===== src/rtl/ps2s1_pkg.sv =====
`timescale 1ns / 1ps
`default_nettype none

package ps2s1_pkg;

    // prefix bytes
    localparam logic [7:0] PREFIX_E0 = 8'hE0;
    localparam logic [7:0] PREFIX_E1 = 8'hE1;

    // make codes with a meaning of their own
    localparam logic [6:0] SC_TAB     = 7'h0F;
    localparam logic [6:0] SC_ENTER   = 7'h1C;
    localparam logic [6:0] SC_CTRL    = 7'h1D;
    localparam logic [6:0] SC_LSHIFT  = 7'h2A;
    localparam logic [6:0] SC_SLASH   = 7'h35;
    localparam logic [6:0] SC_RSHIFT  = 7'h36;
    localparam logic [6:0] SC_ALT     = 7'h38;
    localparam logic [6:0] SC_CAPS    = 7'h3A;
    localparam logic [6:0] SC_NUM     = 7'h45;
    localparam logic [6:0] SC_SCROLL  = 7'h46;
    localparam logic [6:0] SC_HOME    = 7'h47;
    localparam logic [6:0] SC_UP      = 7'h48;
    localparam logic [6:0] SC_LEFT    = 7'h4B;
    localparam logic [6:0] SC_RIGHT   = 7'h4D;
    localparam logic [6:0] SC_END     = 7'h4F;
    localparam logic [6:0] SC_DOWN    = 7'h50;
    localparam logic [6:0] SC_DELETE  = 7'h53;
    localparam logic [6:0] SC_LMETA   = 7'h5B;
    localparam logic [6:0] SC_RMETA   = 7'h5C;

    // key codes for special keys; enter and slash keep their ascii values
    localparam logic [8:0] K_ENTER   = 9'h00D;
    localparam logic [8:0] K_SLASH   = 9'h02F;
    localparam logic [8:0] K_DELETE  = 9'h101;
    localparam logic [8:0] K_LEFT    = 9'h102;
    localparam logic [8:0] K_RIGHT   = 9'h103;
    localparam logic [8:0] K_HOME    = 9'h104;
    localparam logic [8:0] K_END     = 9'h105;
    localparam logic [8:0] K_UP      = 9'h106;
    localparam logic [8:0] K_DOWN    = 9'h107;
    localparam logic [8:0] K_ALT_TAB = 9'h108;
    localparam logic [8:0] K_SUPER   = 9'h109;

    localparam int TABLE_SIZE = 88;

    // us layout, no shift
    localparam logic [7:0] PLAIN_MAP [0:TABLE_SIZE-1] = '{
        8'h00, 8'h00, 8'h31, 8'h32, 8'h33, 8'h34, 8'h35, 8'h36,
        8'h37, 8'h38, 8'h39, 8'h30, 8'h2D, 8'h3D, 8'h08, 8'h09,
        8'h71, 8'h77, 8'h65, 8'h72, 8'h74, 8'h79, 8'h75, 8'h69,
        8'h6F, 8'h70, 8'h5B, 8'h5D, 8'h0A, 8'h00, 8'h61, 8'h73,
        8'h64, 8'h66, 8'h67, 8'h68, 8'h6A, 8'h6B, 8'h6C, 8'h3B,
        8'h27, 8'h60, 8'h00, 8'h5C, 8'h7A, 8'h78, 8'h63, 8'h76,
        8'h62, 8'h6E, 8'h6D, 8'h2C, 8'h2E, 8'h2F, 8'h00, 8'h2A,
        8'h00, 8'h20, 8'h00, 8'h00, 8'h00, 8'h00, 8'h00, 8'h00,
        8'h00, 8'h00, 8'h00, 8'h00, 8'h00, 8'h00, 8'h00, 8'h37,
        8'h38, 8'h39, 8'h2D, 8'h34, 8'h35, 8'h36, 8'h2B, 8'h31,
        8'h32, 8'h33, 8'h30, 8'h2E, 8'h00, 8'h00, 8'h00, 8'h00
    };

    // us layout, shift held
    localparam logic [7:0] SHIFT_MAP [0:TABLE_SIZE-1] = '{
        8'h00, 8'h00, 8'h21, 8'h40, 8'h23, 8'h24, 8'h25, 8'h5E,
        8'h26, 8'h2A, 8'h28, 8'h29, 8'h5F, 8'h2B, 8'h08, 8'h09,
        8'h51, 8'h57, 8'h45, 8'h52, 8'h54, 8'h59, 8'h55, 8'h49,
        8'h4F, 8'h50, 8'h7B, 8'h7D, 8'h0A, 8'h00, 8'h41, 8'h53,
        8'h44, 8'h46, 8'h47, 8'h48, 8'h4A, 8'h4B, 8'h4C, 8'h3A,
        8'h22, 8'h7E, 8'h00, 8'h7C, 8'h5A, 8'h58, 8'h43, 8'h56,
        8'h42, 8'h4E, 8'h4D, 8'h3C, 8'h3E, 8'h3F, 8'h00, 8'h2A,
        8'h00, 8'h20, 8'h00, 8'h00, 8'h00, 8'h00, 8'h00, 8'h00,
        8'h00, 8'h00, 8'h00, 8'h00, 8'h00, 8'h00, 8'h00, 8'h37,
        8'h38, 8'h39, 8'h2D, 8'h34, 8'h35, 8'h36, 8'h2B, 8'h31,
        8'h32, 8'h33, 8'h30, 8'h2E, 8'h00, 8'h00, 8'h00, 8'h00
    };

    // table lookup, zero past the end of the table
    function automatic logic [7:0] map_lookup(input logic [6:0] code, input logic shifted);
        logic [7:0] c;
        c = 8'h00;
        if (code < 7'(TABLE_SIZE)) begin
            c = shifted ? SHIFT_MAP[code] : PLAIN_MAP[code];
        end
        return c;
    endfunction

endpackage

`default_nettype wire


===== src/rtl/ps2_set1_scancode_decoder_core.sv =====
`timescale 1ns / 1ps
`default_nettype none

// channel   | dir | payload                                  | handshake
// s_axis    | in  | tdata[7:0] scan_byte                     | tvalid/tready
// m_axis    | out | tuser key_valid, tdata key event + locks | tvalid/tready
//
// one scancode byte a cycle while the result is taken; an accepted byte goes to the input register,
// then is decoded into the result register
// decoder state (modifiers, locks, prefix) moves when a byte enters the result register
// i_rst_n synchronous, clears modifiers, locks, prefix state and both valid flags
// a stalled result holds the input register; tready drops only when both are full

module ps2_set1_scancode_decoder_core
    import ps2s1_pkg::*;
(
    input  wire logic        i_clk,
    input  wire logic        i_rst_n,
    input  wire logic        s_axis_tvalid,
    output logic             s_axis_tready,
    input  wire logic [7:0]  s_axis_tdata,   // [7:0] scan_byte
    output logic             m_axis_tvalid,
    input  wire logic        m_axis_tready,
    output logic [15:0]      m_axis_tdata,   // [8:0] key_code, [12:9] modifier_bits,
                                             // [13] caps_lock_on, [14] num_lock_on,
                                             // [15] scroll_lock_on
    output logic             m_axis_tuser    // [0] key_valid
);

    typedef enum logic [1:0] {
        PFX_NONE = 2'd0,
        PFX_E0   = 2'd1,
        PFX_E1   = 2'd2
    } t_prefix;

    // input stage
    logic       r_in_valid;
    logic [7:0] r_byte;

    // decoder state
    t_prefix    r_prefix, n_prefix;
    logic       r_shift, n_shift;
    logic       r_ctrl, n_ctrl;
    logic       r_alt, n_alt;
    logic       r_meta, n_meta;
    logic       r_caps, n_caps;
    logic       r_num, n_num;
    logic       r_scroll, n_scroll;

    // result stage
    logic       r_out_valid;
    logic       r_out_key_valid;
    logic [8:0] r_out_key_code;
    logic [3:0] r_out_mods;
    logic       r_out_caps, r_out_num, r_out_scroll;

    logic       w_advance;
    logic       w_brk;
    logic [6:0] w_code;
    logic [7:0] w_chr;
    logic [8:0] n_key;

    // handshake: decode moves on when the result slot is free or being taken
    assign w_advance     = r_in_valid && (!r_out_valid || m_axis_tready);
    assign s_axis_tready = !r_in_valid || w_advance;

    assign w_brk  = r_byte[7];
    assign w_code = r_byte[6:0];

    // decode one byte against the current state
    always_comb begin
        n_prefix = r_prefix;
        n_shift  = r_shift;
        n_ctrl   = r_ctrl;
        n_alt    = r_alt;
        n_meta   = r_meta;
        n_caps   = r_caps;
        n_num    = r_num;
        n_scroll = r_scroll;
        n_key    = '0;
        w_chr    = '0;

        if (r_byte == PREFIX_E0) begin
            n_prefix = PFX_E0;
        end else if (r_byte == PREFIX_E1) begin
            n_prefix = PFX_E1;
        end else if (r_prefix == PFX_E1) begin
            // byte after e1 is dropped
            n_prefix = PFX_NONE;
        end else if (r_prefix == PFX_E0) begin
            n_prefix = PFX_NONE;
            if (w_code == SC_CTRL) begin
                n_ctrl = !w_brk;
            end else if (w_code == SC_ALT) begin
                n_alt = !w_brk;
            end else if (w_brk) begin
                if (w_code == SC_LMETA) n_meta = 1'b0;
            end else begin
                case (w_code)
                    SC_UP:     n_key = K_UP;
                    SC_DOWN:   n_key = K_DOWN;
                    SC_RIGHT:  n_key = K_RIGHT;
                    SC_LEFT:   n_key = K_LEFT;
                    SC_DELETE: n_key = K_DELETE;
                    SC_HOME:   n_key = K_HOME;
                    SC_END:    n_key = K_END;
                    SC_ENTER:  n_key = K_ENTER;
                    SC_SLASH:  n_key = K_SLASH;
                    SC_LMETA: begin
                        n_meta = 1'b1;
                        n_key  = K_SUPER;
                    end
                    default:   n_key = '0;
                endcase
            end
        end else begin
            case (w_code)
                SC_LSHIFT, SC_RSHIFT: n_shift = !w_brk;
                SC_CTRL:              n_ctrl  = !w_brk;
                SC_ALT:               n_alt   = !w_brk;
                SC_LMETA, SC_RMETA:   n_meta  = !w_brk;
                SC_CAPS:              n_caps   = r_caps ^ !w_brk;
                SC_NUM:               n_num    = r_num ^ !w_brk;
                SC_SCROLL:            n_scroll = r_scroll ^ !w_brk;
                default: begin
                    if (!w_brk) begin
                        if (w_code == SC_TAB && r_alt) begin
                            n_key = K_ALT_TAB;
                        end else begin
                            w_chr = map_lookup(w_code, r_shift);
                            // caps lock swaps letter case
                            if (r_caps && (w_chr inside {[8'h61:8'h7A], [8'h41:8'h5A]})) begin
                                w_chr = w_chr ^ 8'h20;
                            end
                            // ctrl with a letter gives 1..26
                            if (r_ctrl && (w_chr inside {[8'h61:8'h7A], [8'h41:8'h5A]})) begin
                                n_key = {4'b0000, w_chr[4:0]};
                            end else begin
                                n_key = {1'b0, w_chr};
                            end
                        end
                    end
                end
            endcase
        end
    end

    // state, input and result registers
    always_ff @(posedge i_clk) begin
        if (!i_rst_n) begin
            r_in_valid  <= 1'b0;
            r_out_valid <= 1'b0;
            r_prefix    <= PFX_NONE;
            r_shift     <= 1'b0;
            r_ctrl      <= 1'b0;
            r_alt       <= 1'b0;
            r_meta      <= 1'b0;
            r_caps      <= 1'b0;
            r_num       <= 1'b0;
            r_scroll    <= 1'b0;
        end else begin
            if (s_axis_tready) begin
                r_in_valid <= s_axis_tvalid;
                r_byte     <= s_axis_tdata;
            end
            if (w_advance) begin
                r_out_valid     <= 1'b1;
                r_out_key_valid <= (n_key != '0);
                r_out_key_code  <= n_key;
                r_out_mods      <= {n_meta, n_alt, n_ctrl, n_shift};
                r_out_caps      <= n_caps;
                r_out_num       <= n_num;
                r_out_scroll    <= n_scroll;
                r_prefix        <= n_prefix;
                r_shift         <= n_shift;
                r_ctrl          <= n_ctrl;
                r_alt           <= n_alt;
                r_meta          <= n_meta;
                r_caps          <= n_caps;
                r_num           <= n_num;
                r_scroll        <= n_scroll;
            end else if (m_axis_tready) begin
                r_out_valid <= 1'b0;
            end
        end
    end

    assign m_axis_tvalid = r_out_valid;
    assign m_axis_tuser  = r_out_key_valid;
    assign m_axis_tdata  = {r_out_scroll, r_out_num, r_out_caps, r_out_mods, r_out_key_code};

    // flag and code agree
    a_valid_code: assert property (@(posedge i_clk) disable iff (!i_rst_n)
        r_out_valid |-> (r_out_key_valid == (r_out_key_code != 9'd0)))
        else $error("key_valid disagrees with key_code");

    // no state change while the result is stalled
    a_state_hold: assert property (@(posedge i_clk) disable iff (!i_rst_n)
        (r_out_valid && !m_axis_tready) |=> ($stable(r_out_mods) && $stable(r_prefix)))
        else $error("decoder state moved during a stall");

    // e0 always arms the extended prefix
    a_e0_prefix: assert property (@(posedge i_clk) disable iff (!i_rst_n)
        (w_advance && r_byte == PREFIX_E0) |=> (r_prefix == PFX_E0 && !r_out_key_valid))
        else $error("e0 did not arm the prefix");

    // byte after e1 is swallowed
    a_e1_drop: assert property (@(posedge i_clk) disable iff (!i_rst_n)
        (w_advance && r_prefix == PFX_E1 && r_byte != PREFIX_E0 && r_byte != PREFIX_E1)
        |=> (r_prefix == PFX_NONE && !r_out_key_valid))
        else $error("byte after e1 not dropped");

    // a held input stage refuses new requests
    a_in_hold: assert property (@(posedge i_clk) disable iff (!i_rst_n)
        (r_in_valid && !w_advance) |-> !s_axis_tready)
        else $error("request taken while input stage is full");

endmodule

`default_nettype wire

===== config.mk =====
export PLATFORM = sky130hd
export DESIGN_NAME = ps2_set1_scancode_decoder_core
export DESIGN_NICKNAME = d
export VERILOG_FILES = /design/src/rtl/ps2s1_pkg.sv /design/src/rtl/ps2_set1_scancode_decoder_core.sv
export SDC_FILE = /design/constraint.sdc
export NUM_CORES = 1
export LEC_CHECK = 0
export BUFFER_PORTS_ARGS = -buffer_cell sky130_fd_sc_hd__buf_2
export CAP_MARGIN = 40
export CORE_ASPECT_RATIO = 1.1
export CORE_UTILIZATION = 50
export DETAILED_ROUTE_END_ITERATION = 6
export PLACE_DENSITY = 0.72
export SYNTH_ARGS = -nofsm -noshare
export SYNTH_HDL_FRONTEND = slang
export SYNTH_SLANG_ARGS = --single-unit

===== constraint.sdc =====
create_clock -name i_clk -period 2.8 [get_ports i_clk]
set_input_delay 0.84 -clock i_clk [delete_from_list [all_inputs] [get_ports i_clk]]
set_output_delay 0.84 -clock i_clk [all_outputs]
set_load 0.02 [all_outputs]

Yosys cells after proc, flatten, opt, wreduce, memory -nomap -nowiden:

Memories as Yosys holds them, arrays and structs flattened.
Index checks and enable logic that the tools add are counted.

* input bits: 12
* memories: 2
* output and inout bits: 19
* word-level logic and storage cells: 160
* memory bits (read-only): 2048
* bits in registers: 36

Memories
* (name not given): depth 128, width 8, rd ports 1, clocked after Yosys merged registers in 0, write ports 0, RTL line ps2s1_pkg.sv:81 `c = shifted ? SHIFT_MAP[code] : PLAIN_MAP[code];`
* (name not given): depth 128, width 8, rd ports 1, clocked after Yosys merged registers in 0, write ports 0, RTL line ps2s1_pkg.sv:81

* mux-type cells: 79
* equal/unequal tests: 23
* magnitude comparators: 10
* bitwise gates (word level): 5
* reductions and logical operators: 24

Operators by type and width (count)
* two-way mux 8 bit: 21
* two-way mux 9 bit: 10
* one-hot mux 9 bit (10 select lines): 1
* == test 7 bit (second input constant): 11
* two-way mux 1 bit: 42
* == test 7 x 6 -> 1 bit (second input constant): 5
* greater-or-equal comparator 8 x 7 -> 1 bit (second input constant): 4
* less-or-equal comparator 8 x 7 -> 1 bit (second input constant): 4
* == test 8 bit (second input constant): 2
* == test 7 x 5 -> 1 bit (second input constant): 2
* nonzero test 9 bit: 1
* OR reduction 9 bit: 1
* greater-or-equal comparator 8 bit (second input constant): 1
* logical AND 1 bit: 8
* two-way mux 2 bit: 4
* inverter 7 -> 8 bit: 1
* == test 7 x 4 -> 1 bit (second input constant): 1
* less-than comparator 7 bit (second input constant): 1
* two-way mux 6 bit: 1
* AND reduction 2 bit: 3
* nonzero test 2 bit: 3
* nonzero test 4 bit: 1
* OR reduction 2 bit: 2
* logical NOT 1 bit: 3
* 5 further kinds: 8

Logic depth before layout (Yosys ltp):

* word-level depth: 38
* gate-level depth with buffers: 13
* gate-level depth less buffers: 11

Worst setup path before layout:

No wires, ideal clock.

* path type: register -> register
* start: register r_byte[1]
* end: register r_out_key_code[5], data pin
* buffers on the path: 0
* arrival: 2.859 ns
* path slack: -0.229 ns
* period minus slack after synthesis: 3.029 ns
* data required time: 2.631 ns
* library setup time: 0.169 ns
* stages on the path, launching flop included: 12
* cell sequence: edfxtp_1 > inv_1 > ha_1 > and2_4 > and3_4 > or4_4 > and2_1 > or3_1 > or4_1 > mux2i_1 > nor2_1 > o31ai_1

* word-level cells in the longest chain between the ends: 37
* elaborated cells between the ends (all ways): 77
* those cells by class: 9 x order compare; 21 x eq/ne; 33 x mux; 2 x bitwise; 10 x reduce/logical; 2 x memory

RTL lines
* start: declaration: RTL line ps2_set1_scancode_decoder_core.sv:38 `logic [7:0] r_byte;`
* start signal: assignment: RTL line ps2_set1_scancode_decoder_core.sv:164 `r_byte <= s_axis_tdata;`
* inverter 7 -> 8 bit (not written as such): RTL line ps2s1_pkg.sv:81
* memory (128 x 8 bit)
* two-way mux 8 bit (not written as such) (2 in a row): RTL line ps2s1_pkg.sv:81
* two-way mux 8 bit: RTL line ps2s1_pkg.sv:81
* two-way mux 8 bit: RTL line ps2s1_pkg.sv:80 `if (code < 7'(TABLE_SIZE)) begin`
* two-way mux 8 bit: RTL line ps2_set1_scancode_decoder_core.sv:127 `if (w_code == SC_TAB && r_alt) begin`
* two-way mux 8 bit: RTL line ps2_set1_scancode_decoder_core.sv:126 `if (!w_brk) begin`
* two-way mux 8 bit: RTL line ps2_set1_scancode_decoder_core.sv:117 `case (w_code)`
* [... 21 more ...]
* two-way mux 9 bit: RTL line ps2_set1_scancode_decoder_core.sv:127
* two-way mux 9 bit: RTL line ps2_set1_scancode_decoder_core.sv:126
* two-way mux 9 bit: RTL line ps2_set1_scancode_decoder_core.sv:117
* two-way mux 9 bit: RTL line ps2_set1_scancode_decoder_core.sv:90 `end else if (r_prefix == PFX_E0) begin`
* two-way mux 9 bit: RTL line ps2_set1_scancode_decoder_core.sv:87 `end else if (r_prefix == PFX_E1) begin`
* two-way mux 9 bit: RTL line ps2_set1_scancode_decoder_core.sv:85 `end else if (r_byte == PREFIX_E1) begin`
* two-way mux 9 bit *: RTL line ps2_set1_scancode_decoder_core.sv:83 `if (r_byte == PREFIX_E0) begin`
* via n_key[5]: RTL line ps2_set1_scancode_decoder_core.sv:61 `logic [8:0] n_key;`
* end signal: assignment: RTL line ps2_set1_scancode_decoder_core.sv:169 `r_out_key_code <= n_key;`
* end: declaration: RTL line ps2_set1_scancode_decoder_core.sv:53 `logic [8:0] r_out_key_code;`

Mark *: on every way through the listed nets, which the timed path passes. The rest lies on a longest branch. The select of a mux whose other input is x is not followed.
A chain may end at the register's enable or synchronous reset.

Worst setup path in the final report:

* start: register r_byte[1]
* end: register r_out_key_valid, in the netlist m_axis_tuser, data pin

* word-level cells in the longest chain between the ends: 38
* elaborated cells between the ends (all ways): 78
* those cells by class: 9 x order compare; 21 x eq/ne; 33 x mux; 2 x bitwise; 11 x reduce/logical; 2 x memory

RTL lines
* inverter 7 -> 8 bit (not written as such): RTL line ps2s1_pkg.sv:81
* memory (128 x 8 bit)
* two-way mux 8 bit (not written as such) (2 in a row): RTL line ps2s1_pkg.sv:81
* two-way mux 8 bit: RTL line ps2s1_pkg.sv:81
* two-way mux 8 bit: RTL line ps2s1_pkg.sv:80
* two-way mux 8 bit: RTL line ps2_set1_scancode_decoder_core.sv:127
* two-way mux 8 bit: RTL line ps2_set1_scancode_decoder_core.sv:126
* two-way mux 8 bit: RTL line ps2_set1_scancode_decoder_core.sv:117
* [... 21 more ...]
* two-way mux 9 bit: RTL line ps2_set1_scancode_decoder_core.sv:127
* two-way mux 9 bit: RTL line ps2_set1_scancode_decoder_core.sv:126
* two-way mux 9 bit: RTL line ps2_set1_scancode_decoder_core.sv:117
* two-way mux 9 bit: RTL line ps2_set1_scancode_decoder_core.sv:90
* two-way mux 9 bit: RTL line ps2_set1_scancode_decoder_core.sv:87
* two-way mux 9 bit: RTL line ps2_set1_scancode_decoder_core.sv:85
* two-way mux 9 bit *: RTL line ps2_set1_scancode_decoder_core.sv:83
* nonzero test 9 bit *: RTL line ps2_set1_scancode_decoder_core.sv:168 `r_out_key_valid <= (n_key != '0);`
* end signal: assignment: RTL line ps2_set1_scancode_decoder_core.sv:168
* end: declaration: RTL line ps2_set1_scancode_decoder_core.sv:52 `logic r_out_key_valid;`

Mark *: on every way between the ends. The rest lies on a longest branch, timed or not. The select of a mux whose other input is x is not followed.

==> results.md <==
* Outcome: complete, but fails checks
* Violated checks: negative setup slack
* Worst reg2reg path depth at 12
* WP data arrival at roughly 3000 ps
* Layout area overhead at 44.02%
* Placeable Area at between 6000 and 7000 um^2
* Via count of the first global-routing pass at about 3700
* Post-Layout Cell Count at 630
* Final Max Slew Viols at 0
* Post-DRT Antenna Nets at 0
* Final hold vios at 0
* FFs w/ async S/R, synth at 0
* Worst setup margin at -255.2 ps
* Reg2Reg Capture Point: m_axis_tuser$_DFFE_PP_
* Switch share at 0.3189
* Max-Cap Viols at 0
* Main synth FF type: edfxtp_1
* Setup crit start kind: flop
* CP Data Required Time at between 2000 and 3000 ps
* CTS sink count at 35
* FF+latch count, synth at 35
* Skew final at 8.454 ps
* Share of power burned in registers at 0.359
* Comb power frac at 0.356
* Nets at about 570
* Mapped cell area at 3388 um^2
* TritonCTS buffer count at 5
* Worst-path fanout max at 7
* Pwr/cell area at 331.9 nW/um^2
* Final Cell Area at roughly 4900 um^2
* Starting density of the core at 0.5169
* CTS tree: built
* First-pass DRT Iterations at 7
* Gr ovfl total at 0
* Worst hold path class: reg -> reg
* Worst Setup End Kind: flop
* Clk pwr share at 0.285
* Routed wire length at 13120 um
* Worst VDD drop at between 300 and 400 uV
* Post-synthesis sequential area ratio at 0.2777
* RR Startpoint: r_byte[1]$_DFFE_PP_
* Slew @ Worst Pin at about 930 ps
* First-pass GRT wire length at ~19000 um
* Die X at approximately 80 um
* RSZ-0062 raised after global routing: true
* Worst R2R Setup Slack at -260 ps
* Share of layout cells above drive strength 1 at 0.4088
* Switch Pwr at 516.5 uW
* Initial antenna violation count at 0
* Via count at about 4000
* WHS Endpoint: r_meta$_SDFFE_PN0P_
* Placed insts at 600
* Count of cell types in the netlist at 72
* N_diodes at 0
* Setup total negative slack at -620.4 ps
* Post-Synthesis Cells at around 420
* Die height at between 80 and 90 um
* Via/cell ratio at ~6.4
* Clock H-tree levels at 2
* Final Cycle Share at 1.091
* Hold_buf cts at 0
* GP Congestion at 1.027
* Final design utilization at 0.7444
* Maximum clock path buffer count at 2
* Syn Area/Cell at about 8.1 um^2
* Pin count of the biggest net entering global routing at 25
* Min-delay src: r_meta$_SDFFE_PN0P_
* Placed cell area at 4322 um^2
* Internal at roughly 1.1 mW
* # setup viols final at 3
* Fmax at roughly 330 MHz
* Drt wl/cell at 20.82 um
* Rel. slew slack at 0.3717
* GR Util All Layers at 0.3632
* DRC Markers at 0
* Hold path depth at 2
* I/O pin cnt at 31
* Leak at 2.024 nW
* Port Buffer Count at 29
* Syn Nets at around 440
* Kind of critical path: reg -> reg
* Initial DRC count at 565
* Post-synth EDFFs at 24
* Worst skew pair latency at roughly 300 ps
* Post-layout min period at approximately 3100 ps
* Reg clk slew, reported paths at ~80 ps
* Site Rows at 31
* Synth warnings at 0
* Root buffer cell: clkbuf_8
* Die Footprint at just over 7000 um^2
* Post-DP HPWL at approximately 9500 um
==> worst max path at each step <==
stage / start / to / cells after the start
global route: r_byte[1]$_DFFE_PP_ / m_axis_tuser$_DFFE_PP_ / 12
floorplan: r_byte[1]$_DFFE_PP_ / r_out_key_code[5]$_DFFE_PP_ / 11
detailed placement: r_byte[2]$_DFFE_PP_ / m_axis_tuser$_DFFE_PP_ / 10
finish: r_byte[1]$_DFFE_PP_ / m_axis_tuser$_DFFE_PP_ / 12
CTS: r_byte[1]$_DFFE_PP_ / r_out_key_code[5]$_DFFE_PP_ / 13
global placement: r_byte[2]$_DFFE_PP_ / m_axis_tuser$_DFFE_PP_ / 12
==> cells by family (layout without fill, tap and decap cells) <==
group,after synthesis,count (layout),synth area share
compound gates,120,120,0.2552
xor+xnor,7,7,0.01809
buf+inv,59,189,0.08160
simple gates,166,166,0.2618
fa+ha+maj,14,14,0.05170
flops,35,35,0.2777
other cells,1,1,0.001107
mux,16,16,0.05281
==> cells in the mapped netlist (4+ instances only) <==
cell | instances | area, um^2
o21ai_0 | 18 | 90.09
a221oi_1 | 5 | 43.79
ha_1 | 14 | 175.2
clkbuf_1 | 17 | 63.81
nand3_1 | 12 | 60.06
o31ai_1 | 4 | 30.03
buf_1 | 4 | 15.01
a211oi_1 | 7 | 52.55
o21a_1 | 5 | 37.54
nor3b_1 | 4 | 30.03
edfxtp_1 | 24 | 720.7
o211ai_1 | 6 | 45.04
xnor2_1 | 5 | 43.79
inv_1 | 19 | 71.32
dfxtp_1 | 11 | 220.2
a21oi_1 | 25 | 125.1
nor2_1 | 31 | 116.4
mux2i_1 | 10 | 100.1
and2_1 | 10 | 62.56
o311ai_0 | 4 | 35.03
nand2_1 | 37 | 138.9
nor4_1 | 4 | 25.02
buf_2 | 7 | 35.03
nand2b_1 | 11 | 68.82
a31oi_1 | 6 | 37.54
nand4_1 | 4 | 25.02
buf_4 | 6 | 45.04
nor2b_1 | 15 | 93.84
nor3_1 | 12 | 60.06
mux2_2 | 5 | 56.30
==> metal layers <==
layer	routed length, um	GRT usage	up-vias
met1	5340	0.4713	1936
met4	548	0.1672	0
li1	-	-	1803
met3	1088	0.06082	52
met2	6139	0.5894	245
met5	0	0	-
==> placed cells by master, fill, tap and decap left out, drive strengths merged, types with 4 or more instances in the layout <==
cell | synthesis | final
or4 | 4 | 4
nand2 | 37 | 37
nand3 | 12 | 12
o31ai | 4 | 4
and3 | 4 | 4
nor2b | 15 | 15
a221oi | 6 | 6
a211oi | 7 | 7
mux2i | 10 | 10
inv | 20 | 20
o311ai | 4 | 4
o21a | 5 | 5
nor3b | 4 | 4
mux2 | 5 | 5
nand4 | 4 | 4
ha | 14 | 14
edfxtp | 24 | 24
dfxtp | 11 | 11
buf | 20 | 160
nor3 | 12 | 12
o21ai | 18 | 18
nor4 | 4 | 4
a21oi | 25 | 25
o211ai | 6 | 6
nand2b | 11 | 11
clkbuf | 18 | 5
nor2 | 31 | 31
xnor2 | 5 | 5
and2 | 11 | 11
a31oi | 6 | 6
==> through the flow <==
step | setup slack, ps | hold slack (ps) | power (mW)
2_1_floorplan | -3.099 | 443.8 | 0.8587
3_3_place_gp | -172.0 | 456.2 | 1.065
3_5_place_dp | -268.7 | 466.4 | 1.070
4_1_cts | -117.8 | 478.0 | 1.554
5_1_grt | -368.6 | 514.9 | 1.673
6_report | -255.2 | 475.2 | 1.620
==> state kept, by name (all words and copies together), names as in the netlist <==
name and cells:
r_meta 1, r_out_caps 1, r_out_scroll 1, r_ctrl 1, m_axis_tvalid 1, r_num 1
r_scroll 1, r_out_mods 4, r_caps 1, r_shift 1, r_out_num 1, r_out_key_code 8
r_prefix 2, r_byte 8, r_in_valid 1, m_axis_tuser 1, r_alt 1
==> layout make-up <==
cell class,instances,area [um^2]
Inverter,21,81.33
Clock inverter,3,43.79
Tap cell,82,102.6
Sequential cell,35,940.9
Fill cell,452,1675
Clock buffer,5,68.82
Timing Repair Buffer,160,1221
Multi-Input combinational cell,324,2421
==> critical path, cell delays in order, from the launching register on <==
cell	delay (ps)
edfxtp_1	430
inv_4	90
buf_4	140
ha_1	240
nor2_1	140
a21oi_1	80
o221a_2	290
or4_4	530
a221oi_4	300
a22oi_2	120
mux2i_1	130
nor2_1	170
nand4b_1	110
==> power groups by stage <==
| stage | Sequential [mW] | Clock [mW] | Combinational (mW) |
|---|---|---|---|
| detailed placement | 0.594 | 0 | 0.476 |
| floorplan | 0.599 | 0 | 0.259 |
| global placement | 0.592 | 0 | 0.472 |
| global route | 0.583 | 0.485 | 0.605 |
| CTS | 0.581 | 0.461 | 0.512 |
| finish | 0.581 | 0.462 | 0.577 |
==> what timing repair did <==
| item | CTS | global route |
|---|---|---|
| cloned | 0 | 0 |
| endpoints found under the setup margin | 7 | 7 |
| pin swaps | 15 | 14 |
| setup buffers | 13 | 9 |
| resized for setup | 26 | 35 |
No activity file was read; power rests on OpenSTA's default activity.
